--- config.mk ---
export PLATFORM = sky130hd
export DESIGN_NAME = psd_front
export DESIGN_NICKNAME = d
export VERILOG_FILES = /design/src/rtl/core/psd_pkg.sv /design/src/rtl/core/psd_front.sv
export SDC_FILE = /design/constraint.sdc
export NUM_CORES = 1
export LEC_CHECK = 0
export ABC_AREA = 1
export BUFFER_PORTS_ARGS = -buffer_cell sky130_fd_sc_hd__clkbuf_2
export CORE_AREA = 2 2 64 51
export DETAILED_ROUTE_END_ITERATION = 16
export DIE_AREA = 0 0 66 53
export PLACE_DENSITY = 0.79
export REMOVE_ABC_BUFFERS = 1
export SETUP_SLACK_MARGIN = 0.05
export SYNTH_ARGS = -nofsm -noshare
export SYNTH_HDL_FRONTEND = slang
export SYNTH_SLANG_ARGS = --single-unit
--- constraint.sdc ---
create_clock -name clk_i -period 1.3 [get_ports clk_i]
set_input_delay 0.13 -clock clk_i [delete_from_list [all_inputs] [get_ports clk_i]]
set_output_delay 0.13 -clock clk_i [all_outputs]
set_load 0.005 [all_outputs]
--- src/rtl/core/psd_pkg.sv ---
// ----------------------------------------------------------------------------
// Polygon signed distance package
// Shared constants, codes and state types of the polygon distance engine.
// ----------------------------------------------------------------------------
package psd_pkg;

  localparam int MaxVertices = 64;
  localparam int CoordBits   = 24;
  localparam int QueueDepth  = 4;

  typedef enum logic [1:0] {
    KIND_CLEAR  = 2'd0,
    KIND_APPEND = 2'd1,
    KIND_QUERY  = 2'd2,
    KIND_NONE   = 2'd3
  } kind_e;

  typedef enum logic {
    OP_APPEND = 1'b0,
    OP_QUERY  = 1'b1
  } op_e;

  typedef enum logic [3:0] {
    BK_IDLE,
    BK_READ,
    BK_DIFF,
    BK_MUL,
    BK_SUM,
    BK_SEL,
    BK_SQMUL,
    BK_NUM,
    BK_DIV,
    BK_SQRT,
    BK_NEXT,
    BK_EMIT
  } bk_state_e;

  typedef struct packed {
    logic valid;
    logic ready;
  } hs_t;

endpackage

--- src/rtl/core/psd_front.sv ---
// ----------------------------------------------------------------------------
// Polygon distance front end
// Accepts items, tracks the vertex count and queues appends and queries.
// ----------------------------------------------------------------------------
module psd_front #(
  parameter int MaxVertices = psd_pkg::MaxVertices,
  parameter int CoordBits   = psd_pkg::CoordBits,
  parameter int EntryW      = 1 + (((MaxVertices > 1) ? $clog2(MaxVertices) : 1) + 1)
                              + 2 * CoordBits
) (
  input  logic                 clk_i,
  input  logic                 rst_ni,
  input  logic                 in_valid_i,
  output logic                 in_ready_o,
  input  psd_pkg::kind_e       kind_i,
  input  logic [CoordBits-1:0] x_i,
  input  logic [CoordBits-1:0] y_i,
  output psd_pkg::hs_t         push_o,
  input  logic                 push_ready_i,
  output logic [EntryW-1:0]    entry_o
);
  import psd_pkg::*;

  localparam int AW = (MaxVertices > 1) ? $clog2(MaxVertices) : 1;
  localparam int NW = AW + 1;

  logic [NW-1:0] count_q, count_d;
  logic          accept, has_room, push;
  op_e           op;

  assign in_ready_o = push_ready_i;
  assign accept     = in_valid_i && push_ready_i;
  assign has_room   = (count_q < NW'(MaxVertices));

  always_comb begin
    count_d = count_q;
    push    = 1'b0;
    op      = OP_APPEND;
    unique case (kind_i)
      KIND_CLEAR: begin
        if (accept) count_d = '0;
      end
      KIND_APPEND: begin
        if (accept && has_room) begin
          push    = 1'b1;
          count_d = count_q + NW'(1);
        end
      end
      KIND_QUERY: begin
        push = accept;
        op   = OP_QUERY;
      end
      default: ;
    endcase
  end

  assign push_o.valid = push;
  assign push_o.ready = push_ready_i;
  assign entry_o      = {op, count_q, x_i, y_i};

  always_ff @(posedge clk_i or negedge rst_ni) begin
    if (!rst_ni) begin
      count_q <= '0;
    end else begin
      count_q <= count_d;
    end
  end

endmodule

## Word-level counts from Yosys, hierarchy flattened

Cells that the tools add are included.
Widths: inputs -> output; s select.

| word-level totals | value |
|---|---|
| output and inout bits | 59 |
| input port bits | 54 |
| word-level logic and storage cells | 18 |
| flip-flop bits (word level) | 7 |

| cells by class | value |
|---|---|
| muxes and demuxes | 6 |
| reductions and logical operators | 5 |
| add/subtract/negate cells | 1 |
| magnitude comparators | 1 |
| equality and inequality tests | 4 |

Operator list:

| kind | number |
|---|---|
| $mux 7 | 2 |
| $pmux 7 s2 | 1 |
| $add 7x1->7 const B | 1 |
| $lt 7x7->1 const B | 1 |
| $ne 2x2->1 const B | 2 |
| $reduce_and 3->1 | 1 |
| $eq 2x1->1 const B | 1 |
| $eq 2x2->1 const B | 1 |
| $logic_and 1x1->1 | 2 |
| $logic_not 2->1 | 1 |
| $mux 1 | 2 |
| $pmux 1 s2 | 1 |
| $reduce_bool 2->1 | 1 |

## Logic depth before layout (Yosys ltp)

| depth | value |
|---|---|
| depth after elaboration | 4 |
| mapped depth | 9 |
| mapped depth without buffers | 9 |

## Worst setup path before layout

OpenSTA, ideal clock, no wires.

| timing | value |
|---|---|
| kind | register to register |
| from | reg count_q[0] |
| to | reg count_q[2] |
| arrival time | 1.018 ns |
| data required time | 1.224 ns |
| setup slack | 0.206 ns |
| library setup time | 0.076 ns |
| buffers on the path | 0 |
| clock period less this slack | 1.094 ns |
| stages on the path, launching flop included | 7 |
| cells stage by stage | dfrtp_1 > ha_1 > nand2_1 > inv_1 > nor2_1 > nand2_1 > o21ai_1 |

| on the way | value |
|---|---|
| word-level cells in the longest chain between the ends | 4 |
| elaborated cells on any way between the ends | 7 |
| those cells by class | 1 x add/sub; 1 x order compare; 1 x eq/ne; 2 x mux; 2 x reduce/logical |

RTL lines:

| element | line | text |
|---|---|---|
| from (decl) | psd_front.sv:27 | `logic [NW-1:0] count_q, count_d;` |
| from (signal assigned) | psd_front.sv:65 | `count_q <= count_d;` |
| $lt 7x7->1 | psd_front.sv:33 | `assign has_room = (count_q < NW'(MaxVertices));` |
| $logic_and 1x1->1 | psd_front.sv:44 | `if (accept && has_room) begin` |
| $ne 2x2->1 (no source line) | -- |  |
| $reduce_and 3->1 (no source line) | -- |  |

Several ways; a longest one is shown, not always the timed one. The select of a mux whose other input is x is not followed.
A chain may end at the register's enable or synchronous reset.

==> metrics.txt <==
Hold Crit Depth=0; Reg2Reg Depth=6; Hold Startpoint=x_i[2]; clock skew=between 5 and 6 ps; Synth async-reset ratio=100%; Hold Crit Class=primary input to primary output; P_leak=0.367 nW; vias per cell=4.67; ratio of cells with drive above 1 in the final layout=36.1%; RR Endpoint=count_q[2]; Cell Pwr Density=1130 mW/mm^2; logic gate share of total power=approximately 23%; synthesized flop and latch total=7; maxcap violations=0; Final ANT Viol Nets=0; max reg flops=7; Post-CTS Setup Inserts=0; Seq pwr share=36.5%; H-tree Lvls=1; endpoints failing setup=0; final wirelength=between 3000 and 4000 um; core area=0.00285 sq mm; Boundary Pins=113; sequential cell area fraction in the yosys report=19.8%; largest reg by FF count=count_q; mean post-synth cell area=7.82 sq um; CTS Buffer Depth=2; num rows=17; FMAX=roughly 850 MHz; Max FO, Critical Path=3; Worst EP arrival=1040 ps; Die Span Y=53 um; n_diodes=0; setup TNS=0 ps; Layout Cells excl Fill=121; DRC viols=0; status=completed; Post-layout nets=142; Synth area leader=buf_4; RR Startpoint=count_q[1]; Tmin final=1170 ps; dominant cells by area after synthesis=buf_4, dfrtp_1, nand2_1, ha_1, nor2_4; Tightest Pin Transition=288 ps; port bufs=16; DRT iter0 DRCs=19; total gr overflow=0; post-synth top area share=between 40% and 50%; DP Cell Count=roughly 120; library cells used by synthesis=18; clock slew seen by the registers of the worst setup and hold paths=40 ps; root buffer cell=clkbuf_8; Mapped Area=a little under 900 sq um; Fin. Hold Viols=0; Post-CTS Hold Buffers=1; Top FF cell, synth=dfrtp_1; top-count cell post-synth=buf_4; area growth from synthesis to final layout=-22.7%; DRT Pass-1 Iters=6; first-pass GRT wire length=4720 um; DR WL/cell=between 30 and 40 um; Post-synth top cells=buf_4, nand2_1, inv_1, dfrtp_1, nor2_1; Sw Ratio=30.0%; Internal Power=0.541 mW; CP Data Required Time=1170 ps; via count=565; Final HPWL DP=roughly 3300 um; chip width=66 um; Worst setup SP type=flop; Clock power frac=40.8%; Final Cycle Share=between 90% and 100%; GRT Util Overall=22.1%; unrepaired setup endpoints after global routing=false; fillcell total=327; clk sinks=7; clk_lat worst skew=around 230 ps; CTS buffer count=3; Initial Utilization=31.0%; initial antenna violation count=0; EDFF count, synth=0; CTS tree=built; Switch Pwr=0.232 mW; largest net degree at the start of global routing=8; VDD IR max=0.848 mV; Slew headroom=80.8%; vias in the first global route=between 500 and 600; Reg2Reg Setup Slack=about 160 ps; Ys Warns=0; Resized Gates After CTS=0; hold endpoint=entry_o[26]; routability cong.=between 0.8 and 0.9; die area=0.00350 sq mm; Synth Instances=113; max-slew violation count=0; CP Class=flop to primary output; Crit. End Element=primary output; biggest regs=count_q x7
power groups by stage:
stage	registers (mW)	clock network [mW]	logic, mW
floorplan	0.295	0	0.0772
global placement	0.283	0	0.167
detailed placement	0.286	0	0.174
CTS	0.283	0.319	0.178
global route	0.287	0.338	0.196
finish	0.282	0.315	0.176
layer usage:
layer / share of wire (%) / vias up / track usage (%)
li1: - / 237 / -
met1: 28 / 241 / 16.6
met2: 36 / 82 / 28.3
met3: 35 / 5 / 37.0
met4: 0.44 / 0 / 3.40
met5: 0 / - / 7.14
kinds of logic after synthesis:
logic type               share of synthesized area, %
adder cells (fa/ha/maj)                          5.67
AND/OR/NAND/NOR                                  22.5
AO/OA/AOI/OAI                                    3.54
flip-flops                                       19.8
buffers and inverters                            48.4
final cells by class:
cell class	count	area, sq um	share of cell area, %
flip-flops and latches	7	175	25.6
well taps	38	47.5	6.96
multi-input cells	44	280	41.0
repair buffers	18	97.6	14.3
inverters	10	37.5	5.49
clock buffers	4	45.0	6.59
critical path, stage by stage, from the launching register on:
cell and delay [ps]:
dfrtp_1 410, nor2_4 150, o211a_1 140, clkbuf_2 100
stage by stage:
step           power (mW)  setup slack, ps  utilization, %  cell area, sq um  hold WS, ps
4_1_cts             0.779              124            24.0               683          260
6_report            0.773              129            24.0               683          260
5_1_grt             0.820             57.0            24.0               683          260
3_3_place_gp        0.450              168            22.0               628        -21.2
3_5_place_dp        0.460              146            22.0               628        -18.3
2_1_floorplan       0.372              206               -               493         -166
worst max-delay path by stage:
stage / start / endpoint / slack (ps) / depth (start not counted)
floorplan: count_q[0] / count_q[2] / 210 / 6
global placement: kind_i[1] / count_q[5] / 170 / 10
detailed placement: kind_i[1] / count_q[5] / 150 / 10
CTS: count_q[6] / push_o[1] / 120 / 3
global route: count_q[1] / count_q[2] / 60 / 6
finish: count_q[6] / push_o[1] / 130 / 3
placed cells by master (no fill, tap or decap), drive strengths merged:
cell,netlist,routed
dfrtp,7,7
nand4,1,1
nand2,18,18
o22ai,1,1
buf,52,1
clkbuf,0,20
inv,10,10
nand3b,1,1
o211a,1,1
nand3,5,5
dlygate4sd3,0,1
ha,4,4
o21ai,3,3
nor2,10,10
Power figures use the tool's default switching activity.
