[config.mk]
export PLATFORM = sky130hd
export DESIGN_NAME = psd_fifo
export DESIGN_NICKNAME = d
export VERILOG_FILES = /design/src/rtl/core/psd_pkg.sv /design/src/rtl/core/psd_fifo.sv
export SDC_FILE = /design/constraint.sdc
export NUM_CORES = 1
export LEC_CHECK = 0
export BUFFER_PORTS_ARGS = -buffer_cell sky130_fd_sc_hd__buf_2
export CAP_MARGIN = 15
export CELL_PAD_IN_SITES_DETAIL_PLACEMENT = 1
export CELL_PAD_IN_SITES_GLOBAL_PLACEMENT = 2
export CORE_AREA = 2 2 68 70
export DETAILED_ROUTE_END_ITERATION = 8
export DIE_AREA = 0 0 70 72
export GPL_ROUTABILITY_DRIVEN = 0
export GPL_TIMING_DRIVEN = 0
export PLACE_DENSITY = 0.78
export SYNTH_ARGS = -nofsm -noshare
export SYNTH_HDL_FRONTEND = slang
export SYNTH_SLANG_ARGS = --single-unit
[constraint.sdc]
create_clock -name clk_i -period 2.9 [get_ports clk_i]
set_input_delay 0.58 -clock clk_i [delete_from_list [all_inputs] [get_ports clk_i]]
set_output_delay 0.58 -clock clk_i [all_outputs]
set_load 0.03 [all_outputs]
[src/rtl/core/psd_pkg.sv]
// ----------------------------------------------------------------------------
// Polygon signed distance package
// Shared constants, codes and state types of the polygon distance engine.
// ----------------------------------------------------------------------------
package psd_pkg;

  localparam int MaxVertices = 64;
  localparam int CoordBits   = 24;
  localparam int QueueDepth  = 4;

  typedef enum logic [1:0] {
    KIND_CLEAR  = 2'd0,
    KIND_APPEND = 2'd1,
    KIND_QUERY  = 2'd2,
    KIND_NONE   = 2'd3
  } kind_e;

  typedef enum logic {
    OP_APPEND = 1'b0,
    OP_QUERY  = 1'b1
  } op_e;

  typedef enum logic [3:0] {
    BK_IDLE,
    BK_READ,
    BK_DIFF,
    BK_MUL,
    BK_SUM,
    BK_SEL,
    BK_SQMUL,
    BK_NUM,
    BK_DIV,
    BK_SQRT,
    BK_NEXT,
    BK_EMIT
  } bk_state_e;

  typedef struct packed {
    logic valid;
    logic ready;
  } hs_t;

endpackage

[src/rtl/core/psd_fifo.sv]
// ----------------------------------------------------------------------------
// Polygon distance command queue
// Short first-in first-out queue between the front end and the back end.
// ----------------------------------------------------------------------------
module psd_fifo #(
  parameter int Width = 8,
  parameter int Depth = psd_pkg::QueueDepth
) (
  input  logic             clk_i,
  input  logic             rst_ni,
  input  logic             push_i,
  input  logic [Width-1:0] data_i,
  output logic             ready_o,
  input  logic             pop_i,
  output logic             valid_o,
  output logic [Width-1:0] data_o
);
  import psd_pkg::*;

  localparam int PtrW = (Depth > 1) ? $clog2(Depth) : 1;
  localparam int CntW = $clog2(Depth + 1);

  logic [Width-1:0] buf_q [Depth];
  logic [PtrW-1:0]  wr_ptr_q, rd_ptr_q;
  logic [CntW-1:0]  cnt_q;
  logic             do_push, do_pop;

  assign ready_o = (cnt_q != CntW'(Depth));
  assign valid_o = (cnt_q != '0);
  assign data_o  = buf_q[rd_ptr_q];
  assign do_push = push_i && ready_o;
  assign do_pop  = pop_i && valid_o;

  always_ff @(posedge clk_i or negedge rst_ni) begin
    if (!rst_ni) begin
      wr_ptr_q <= '0;
      rd_ptr_q <= '0;
      cnt_q    <= '0;
    end else begin
      if (do_push) begin
        wr_ptr_q <= (wr_ptr_q == PtrW'(Depth - 1)) ? '0 : wr_ptr_q + PtrW'(1);
      end
      if (do_pop) begin
        rd_ptr_q <= (rd_ptr_q == PtrW'(Depth - 1)) ? '0 : rd_ptr_q + PtrW'(1);
      end
      if (do_push && !do_pop) begin
        cnt_q <= cnt_q + CntW'(1);
      end else if (do_pop && !do_push) begin
        cnt_q <= cnt_q - CntW'(1);
      end
    end
  end

  always_ff @(posedge clk_i) begin
    if (do_push) begin
      buf_q[wr_ptr_q] <= data_i;
    end
  end

endmodule

### After elaboration in Yosys (flattened, before gate mapping)

Memories as Yosys holds them, arrays and structs flattened.
Cells that the tools add are included.

| storage, ports and cells | value |
|---|---|
| bits in registers | 7 |
| bits in writable memories | 32 |
| input bits | 12 |
| logic and storage cells | 25 |
| memories | 1 |

| cells by class | value |
|---|---|
| add/subtract/negate cells | 4 |
| equality and inequality tests | 3 |
| multiplexer cells | 6 |
| reduce and logical (&&, ||, !) cells | 8 |

Memory list:

| name | words | width | rd ports | clocked after memory_dff | write ports | line | RTL |
|---|---|---|---|---|---|---|---|
| buf_q | 4 | 8 | 1 | 0 | 1 | psd_fifo.sv:23 | `logic [Width-1:0] buf_q [Depth];` |

Operators by type and width:

| operator | number |
|---|---|
| 3-bit two-way mux | 2 |
| 2-bit by 1-bit adder with 2-bit output (second input constant) | 2 |
| 2-bit == test (second input constant) | 2 |
| 1-bit logical AND | 4 |
| 2-bit two-way mux | 2 |
| 3-bit by 1-bit adder with 3-bit output (second input constant) | 1 |
| 3-bit inequality test (second input constant) | 1 |
| 3-bit nonzero test | 1 |
| 3-bit by 1-bit subtractor with 3-bit output (second input constant) | 1 |
| 1-bit logical NOT | 2 |
| 1-bit two-way mux | 2 |
| 2-bit nonzero test | 1 |

### Logic depth before layout (Yosys ltp)

Gate-level depths: netlist (run 1).

| logic depth | value |
|---|---|
| depth in word-level cells | 6 |
| gate-level depth with buffers | 8 |
| mapped depth without buffers | 8 |

### Least setup slack after synthesis (run 1)

No wires, ideal clock.

| timing | value |
|---|---|
| path kind | reg-to-reg |
| from | reg cnt_q[2] |
| to | reg cnt_q[2] |
| data arrival time | 1936 ps |
| required time | 2821 ps |
| setup slack | 885 ps |
| stages on the path, launching flop included | 9 |
| path buffers | 0 |
| clock period less this slack | 2015 ps |
| path through | dfrtp_1 -> or3_4 -> nand2_4 -> ha_1 -> inv_1 -> fa_1 -> xor2_1 -> nor2_1 -> xor2_1 |

| on the way | value |
|---|---|
| cells in the longest elaborated chain, start to end | 5 |
| elaborated cells on any way between the ends | 13 |

Ends and longest elaborated chain:

| item | line | RTL |
|---|---|---|
| from (decl) | psd_fifo.sv:25 | `logic [CntW-1:0] cnt_q;` |
| from (signal assigned) | psd_fifo.sv:47 | `cnt_q <= cnt_q + CntW'(1);` |
| from (signal assigned) | psd_fifo.sv:49 | `cnt_q <= cnt_q - CntW'(1);` |
| 3-bit nonzero test (*) | psd_fifo.sv:29 | `assign valid_o = (cnt_q != '0);` |
| via valid_o | psd_fifo.sv:15 | `output logic valid_o,` |
| 1-bit logical AND (*) | psd_fifo.sv:32 | `assign do_pop = pop_i && valid_o;` |
| 1-bit logical NOT | psd_fifo.sv:46 | `if (do_push && !do_pop) begin` |
| 1-bit logical AND | psd_fifo.sv:46 |  |
| 3-bit two-way mux or 2-bit nonzero test (tied branches) | n/a |  |

Mark *: on every way through the listed nets, which the timed path passes. The rest lies on a longest branch. The select of a mux whose other input is x is not followed.
A chain may end at the register's enable or synchronous reset.

### Final worst setup path (run 1)

| timing | value |
|---|---|
| from | reg rd_ptr_q[0] |
| to | out data_o[0] |

| on the way | value |
|---|---|
| cells in the longest elaborated chain, start to end | 1 |

Ends and longest elaborated chain:

| item | line | RTL |
|---|---|---|
| from (decl) | psd_fifo.sv:24 | `logic [PtrW-1:0] wr_ptr_q, rd_ptr_q;` |
| from (signal assigned) | psd_fifo.sv:44 | `rd_ptr_q <= (rd_ptr_q == PtrW'(Depth - 1)) ? '0 : rd_ptr_q + PtrW'(1);` |
| memory read 4 x 8 bit | n/a |  |
| to (decl) | psd_fifo.sv:16 | `output logic [Width-1:0] data_o` |

No other way between the ends.

==> results of run 1 <==
==> synth_stat cells <==
cell	count	area [um^2]
edfxtp_1	32	961
mux4_2	8	180
dfrtp_1	7	175
ha_1	6	75.1
and2_1	4	25.0
nor2_1	4	15.0
inv_1	3	11.3
mux2_2	3	33.8
mux2_4	2	30.0
xor2_1	2	17.5
a21boi_2	1	11.3
buf_2	1	5.00
clkbuf_1	1	3.75
fa_1	1	20.0
nand2_1	1	3.75
nand2_4	1	11.3
or3_4	1	11.3
xnor2_1	1	8.76
==> power groups by stage <==
stage	Sequential, mW	Combinational [mW]	Clock (mW)
final	0.834	0.777	0.338
after global routing	0.855	0.846	0.373
after CTS	0.836	0.799	0.357
after detailed placement	0.848	0.798	0
after global placement	0.835	0.767	0
after floorplan	0.823	0.607	0
==> registers in the layout (all words and copies together), names as in the netlist <==
signal / flops
buf_q: 32
cnt_q: 3
rd_ptr_q: 2
wr_ptr_q: 2
==> cells in the final DEF (no fill, tap or decap), drive strengths merged <==
master and count:
or3 1, clkinv 2, inv 3, nor2 4
buf 22, edfxtp 32, mux4 8, fa 1
mux2 5, and2 4, ha 6, xor2 2
clkbuf 7, xnor2 1, dfrtp 7, a21boi 1
nand2 2
==> final cells by class <==
class                           count  share of cell area, %
Buffer                              2                  0.473
Clock buffer                        6                   3.92
Clock inverter                      2                  0.473
Inverter                            3                  0.609
Multi-Input combinational cell     35                   23.9
Sequential cell                    39                   61.4
Tap cell                           52                   3.52
Timing Repair Buffer               21                   5.68
==> per-layer routing <==
layer,vias up,wire (um)
met1,380,1130
met5,-,0
met3,7,157
met2,24,1360
met4,0,50
li1,359,-
==> per-stage QoR <==
stage,hold WS [ns],cells,instance area [um^2]
3_3_place_gp,0.423,152,1770
4_1_cts,0.116,160,1850
6_report,0.120,160,1850
5_1_grt,0.127,160,1850
2_1_floorplan,0.284,79,1600
3_5_place_dp,0.430,152,1770
==> kinds of logic (layout without fill, tap and decap cells) <==
| group | count (synthesis) | in the layout | share of synthesized area [%] |
|---|---|---|---|
| flip-flops | 39 | 39 | 71.0 |
| multiplexers | 13 | 13 | 15.3 |
| AND/OR/NAND/NOR | 11 | 11 | 4.15 |
| adder cells (fa/ha/maj) | 7 | 7 | 5.95 |
| buffers and inverters | 5 | 34 | 1.25 |
| XOR/XNOR | 3 | 3 | 1.64 |
| AO/OA/AOI/OAI | 1 | 1 | 0.704 |
==> worst max-delay path: cells and delay by family, from the launching register on <==
kind                   cells  cell delay, ns
flip-flops                 1            0.36
buffers and inverters      2            0.50
multiplexers               1            0.55
==> worst paths after layout <==
path                        startpoint     endpoint
max                        rd_ptr_q[0]    data_o[0]
min                             rst_ni     cnt_q[1]
max reg2reg                   cnt_q[0]     cnt_q[2]
min reg2reg                   cnt_q[2]     cnt_q[2]
max in group asynchronous       rst_ni  wr_ptr_q[1]
min in group clk_i           data_i[7]  buf_q[0][7]
==> summary.txt, run 1 <==
Placement
  • PortBufs: 21
  • Setup WS pre-CTS: 0.723 ns
  • DP HPWL: 1.95 mm

Clocking
  • H-tree levels: 2
  • Number of CTS-inserted buffers: 5
  • Cts repair resizes: 0
  • Root buffer cell: clkbuf_8
  • Clock latency on the worst-skew pair: 0.28 ns
  • CTS sink count: 39
  • Setup Buffers After CTS: 0
  • Maximum clock path buffer count: 2
  • # hold bufs at CTS: 0
  • CTS tree: done
  • Clk pin slew, worst setup/hold paths: 0.07 ns

Synthesis
  • Flops & latches, synth: 39
  • Syn_nets: 98
  • Sequential cell area fraction in the yosys report: 71.0%
  • Yosys cell types: 18
  • Mapped Area: 0.00160 mm^2
  • YS warnings: 0
  • Average size of a mapped cell: 20.2 um^2
  • Cells after synthesis: 79

Setup path
  • Crit-path slowest cell: mux4_2
  • FF-to-FF path depth: 8
  • Crit path cell chain: buf_2, mux4_2, buf_2
  • CP Data Arrival Time: 1.70 ns
  • Reg2reg setup slack: 0.82 ns
  • Most numerous cell on the critical path: buf_2
  • Capturing element type of the critical path: output pin
  • Max FO, Critical Path: 10
  • Nature of the critical path startpoint: flip-flop
  • Crit Path Class: reg -> out
  • Worst stage delay on the critical path: 0.55 ns
  • Worst path required time: 2.32 ns

Global route
  • GRT Total Usage: 12.4%
  • GR Layer Usage met1: 14.9%
  • Vias in the first global route: 863
  • Initial antenna violation count: 0
  • GRT busiest layer: met2
  • GR Overflow Total: 0
  • Largest net degree at the start of global routing: 13
  • GRT met2 Usage: 20.4%
  • Routing usage on met3: 4.44%
  • First-pass GRT wire length: 4.51 mm

Detailed routing
  • Router iterations before antenna repair: 4
  • Final wirelength: 2.69 mm
  • DRT iter0 DRCs: 37
  • DR vias/cell: 4.81
  • Routed wire per std cell: 16.8 um
  • DRC: 0
  • DRT antenna net count: 0
  • Via count: 770

Timing
  • RSZ-0062 raised after global routing: false
  • Final setup viols: 0
  • Clock Skew: 0.00424 ns
  • Slew Limit Fails: 0
  • Final Cycle Share: 78.7%
  • Min setup slack post-route: 0.618 ns
  • Minimum clock period: 2.28 ns
  • Fmax: 438 MHz
  • Slew HR: 63.5%
  • TNS Setup: 0 ns
  • Worst-Margin Slew: 0.548 ns
  • Hold Fails Final Rpt: 0

Power and ir drop
  • Pwr per Cell Area: 1050 mW/mm^2
  • Total power: 1.95 mW
  • P_sw: 698 uW
  • Internal Pwr Total: 1.25 mW
  • Power share of the combinational group: 39.9%
  • Sequential power share: 42.8%
  • VDD IR-drop max: 0.307 mV
  • Clock network fraction of design power: 17.4%
  • Sw Share: 35.8%
  • LEAKAGE: 0.693 nW

Cells and area
  • Multi-input logic area: 443 um^2
  • Nets: 126
  • N_diodes: 0
  • Post-layout util: 43.4%
  • FILL cells: 424
  • Syn-to-layout area delta: 15.7%
  • Sequential cell area: 0.00114 mm^2
  • Share of cells above drive strength 1: 40.7%

Job
  • Max-cap violations: 0

Die
  • Initial core utilization: 37.5%
  • CORE AREA: 0.00426 mm^2
  • I/O pin cnt: 22
  • Width of the chip: 70 um
  • Die area: 0.00504 mm^2
  • FP Rows: 24
  • Die H: 72 um

Outcome
  • Status: complete, no violations

Min path
  • Worst hold-check path type: in -> async
(Power assumes the default switching activity.)
==> run 2: changes to the inputs <==
Settings changed: PLACE_DENSITY 0.78 to 0.8.
Clock period 2.9 ns to 2.01 ns, I/O delays scaled along.
==> run 2 against run 1 <==
  * Sequential power increased by 45%
  * First-iteration DRC count rose by 32%
  * Routed wire length rose by 6.2%
  * Critical path type unchanged
  * Critical endpoint is now data_o[7]
  * Highest routed layer unchanged
==> summary.txt, run 2 (synthesized netlist as in run 1, its figures left out) <==
Timing
  • Worst-Margin Slew: 0.473 ns
  • Hold Fails Final Rpt: 0
  • Final Cycle Share: 97.2%
  • Clock Skew: 0.00814 ns
  • RSZ-0062 raised after global routing: true
  • Slew Limit Fails: 0
  • TNS Setup: 0 ns
  • Min setup slack post-route: 0.0555 ns
  • Fmax: 512 MHz
  • WHS: 0.327 ns
  • Slew HR: 68.4%
  • Final setup viols: 0
  • Minimum clock period: 1.95 ns

Clocking
  • H-tree levels: 2
  • Clock latency on the worst-skew pair: 0.28 ns
  • Maximum clock path buffer count: 2
  • Clk pin slew, worst setup/hold paths: 0.07 ns
  • CTS tree: done
  • CTS sink count: 39
  • Root buffer cell: clkbuf_8
  • Number of CTS-inserted buffers: 5

Global route
  • Largest net degree at the start of global routing: 13
  • GR Overflow Total: 0
  • Vias in the first global route: 887
  • GRT Total Usage: 12.5%
  • First-pass GRT wire length: 4.46 mm
  • Initial antenna violation count: 0

Setup path
  • CP Data Arrival Time: 1.55 ns
  • Nature of the critical path startpoint: flip-flop
  • Capturing element type of the critical path: output pin
  • Crit Path Class: reg -> out
  • FF-to-FF path depth: 8
  • Worst r2r src: cnt_q[0]
  • Worst setup startpoint: rd_ptr_q[0]
  • Critical Path End: data_o[7]
  • Reg2reg setup slack: 0.07 ns
  • Worst path required time: 1.61 ns
  • Worst r2r dst: cnt_q[2]
  • Max FO, Critical Path: 4

Cells and area
  • Largest registers: buf_q (32), cnt_q (3)
  • Syn-to-layout area delta: 25.5%
  • Final Cell Area: 0.00201 mm^2
  • Share of cells above drive strength 1: 50.0%
  • Nets: 134
  • Most frequent cells in the layout: edfxtp_1 (32), buf_2 (19), mux4_2 (8)
  • N_diodes: 0
  • Top reg by flops: buf_q
  • Max reg flops: 32
  • Multi-input logic area: 465 um^2
  • FILL cells: 415
  • Most common cell after layout, fill and taps aside: edfxtp_1
  • Sequential cell area: 0.00114 mm^2

Detailed routing
  • DR vias/cell: 4.82
  • Via count: 809
  • Metal2 WL: 1.44 mm
  • Router iterations before antenna repair: 3
  • DRT iter0 DRCs: 49
  • WL met1: 1.22 mm
  • DRT antenna net count: 0
  • Final wirelength: 2.86 mm
  • DRC: 0
  • Routed wire per std cell: 17.0 um
  • DR WL met3: 139 um
  • Highest routed layer: met4

Die
  • Die H: 72 um
  • FP Rows: 24
  • I/O pin cnt: 22
  • Width of the chip: 70 um
  • Die area: 0.00504 mm^2
  • Initial core utilization: 37.5%
  • CORE AREA: 0.00426 mm^2

Power and ir drop
  • LEAKAGE: 0.765 nW
  • VDD IR-drop max: 0.718 mV
  • Pwr per Cell Area: 1590 mW/mm^2
  • Total power: 3.19 mW

Placement
  • DP HPWL: 1.91 mm
  • PortBufs: 21
  • Area post-placement: 0.00177 mm^2
  • Setup WS pre-CTS: -0.0687 ns

Outcome
  • Status: complete, no violations

Min path
  • Worst hold-check path type: in -> reg

Job
  • Max-cap violations: 0
[run 2: per-stage QoR]
| step | util, % | instances |
|---|---|---|
| 6_report | 47.1 | 168 |
| 4_1_cts | 45.1 | 163 |
| 5_1_grt | 47.1 | 168 |
| 2_1_floorplan | - | 79 |
| 3_3_place_gp | 41.5 | 152 |
| 3_5_place_dp | 41.5 | 152 |
[run 2: how the worst min path moves through the flow]
stage,end,slack [ns],cells past startpoint,start
after floorplan,cnt_q[0],0.11,0,rst_ni
after global placement,cnt_q[2],0.24,1,rst_ni
after detailed placement,cnt_q[2],0.24,1,rst_ni
after CTS,buf_q[1][6],0.31,1,data_i[6]
after global routing,buf_q[3][4],0.32,1,data_i[4]
final,buf_q[1][6],0.33,1,data_i[6]
[run 2: final cells by class]
type / instances / share of cell area [%]
clock buffer: 5 / 3.43
tap: 52 / 3.24
timing repair buffer: 29 / 9.66
inverter: 3 / 0.561
clock inverter: 3 / 1.93
sequential: 39 / 56.7
buffer: 2 / 1.25
multi-input combinational: 35 / 23.2
[run 2: report_power, final]
| group | internal [mW] | switching (mW) | total [mW] |
|---|---|---|---|
| registers | 1.10 | 0.112 | 1.21 |
| logic | 0.649 | 0.706 | 1.35 |
| clock network | 0.363 | 0.257 | 0.620 |
| total | 2.11 | 1.07 | 3.19 |
[run 2: routing by layer]
layer  track usage [%]  vias up
met4              7.69        0
met3              4.31        5
met5                 0        -
li1                  -      374
met2              20.2       23
met1              14.3      407
[run 2: worst max-delay path, cell delays in order (launching register included)]
cell	delay (ns)
dfrtp_2	0.43
clkbuf_16	0.17
mux4_2	0.48
buf_2	0.19
[run 2: repair_timing]
action / CTS / global route
endpoints found under the hold margin: 7 / 0
hold buffers: 1 / 0
cloned: 0 / 1
gates resized for setup: 6 / 11
setup buffers: 2 / 4
endpoints found under the setup margin: 10 / 6
pin swaps: 2 / 3
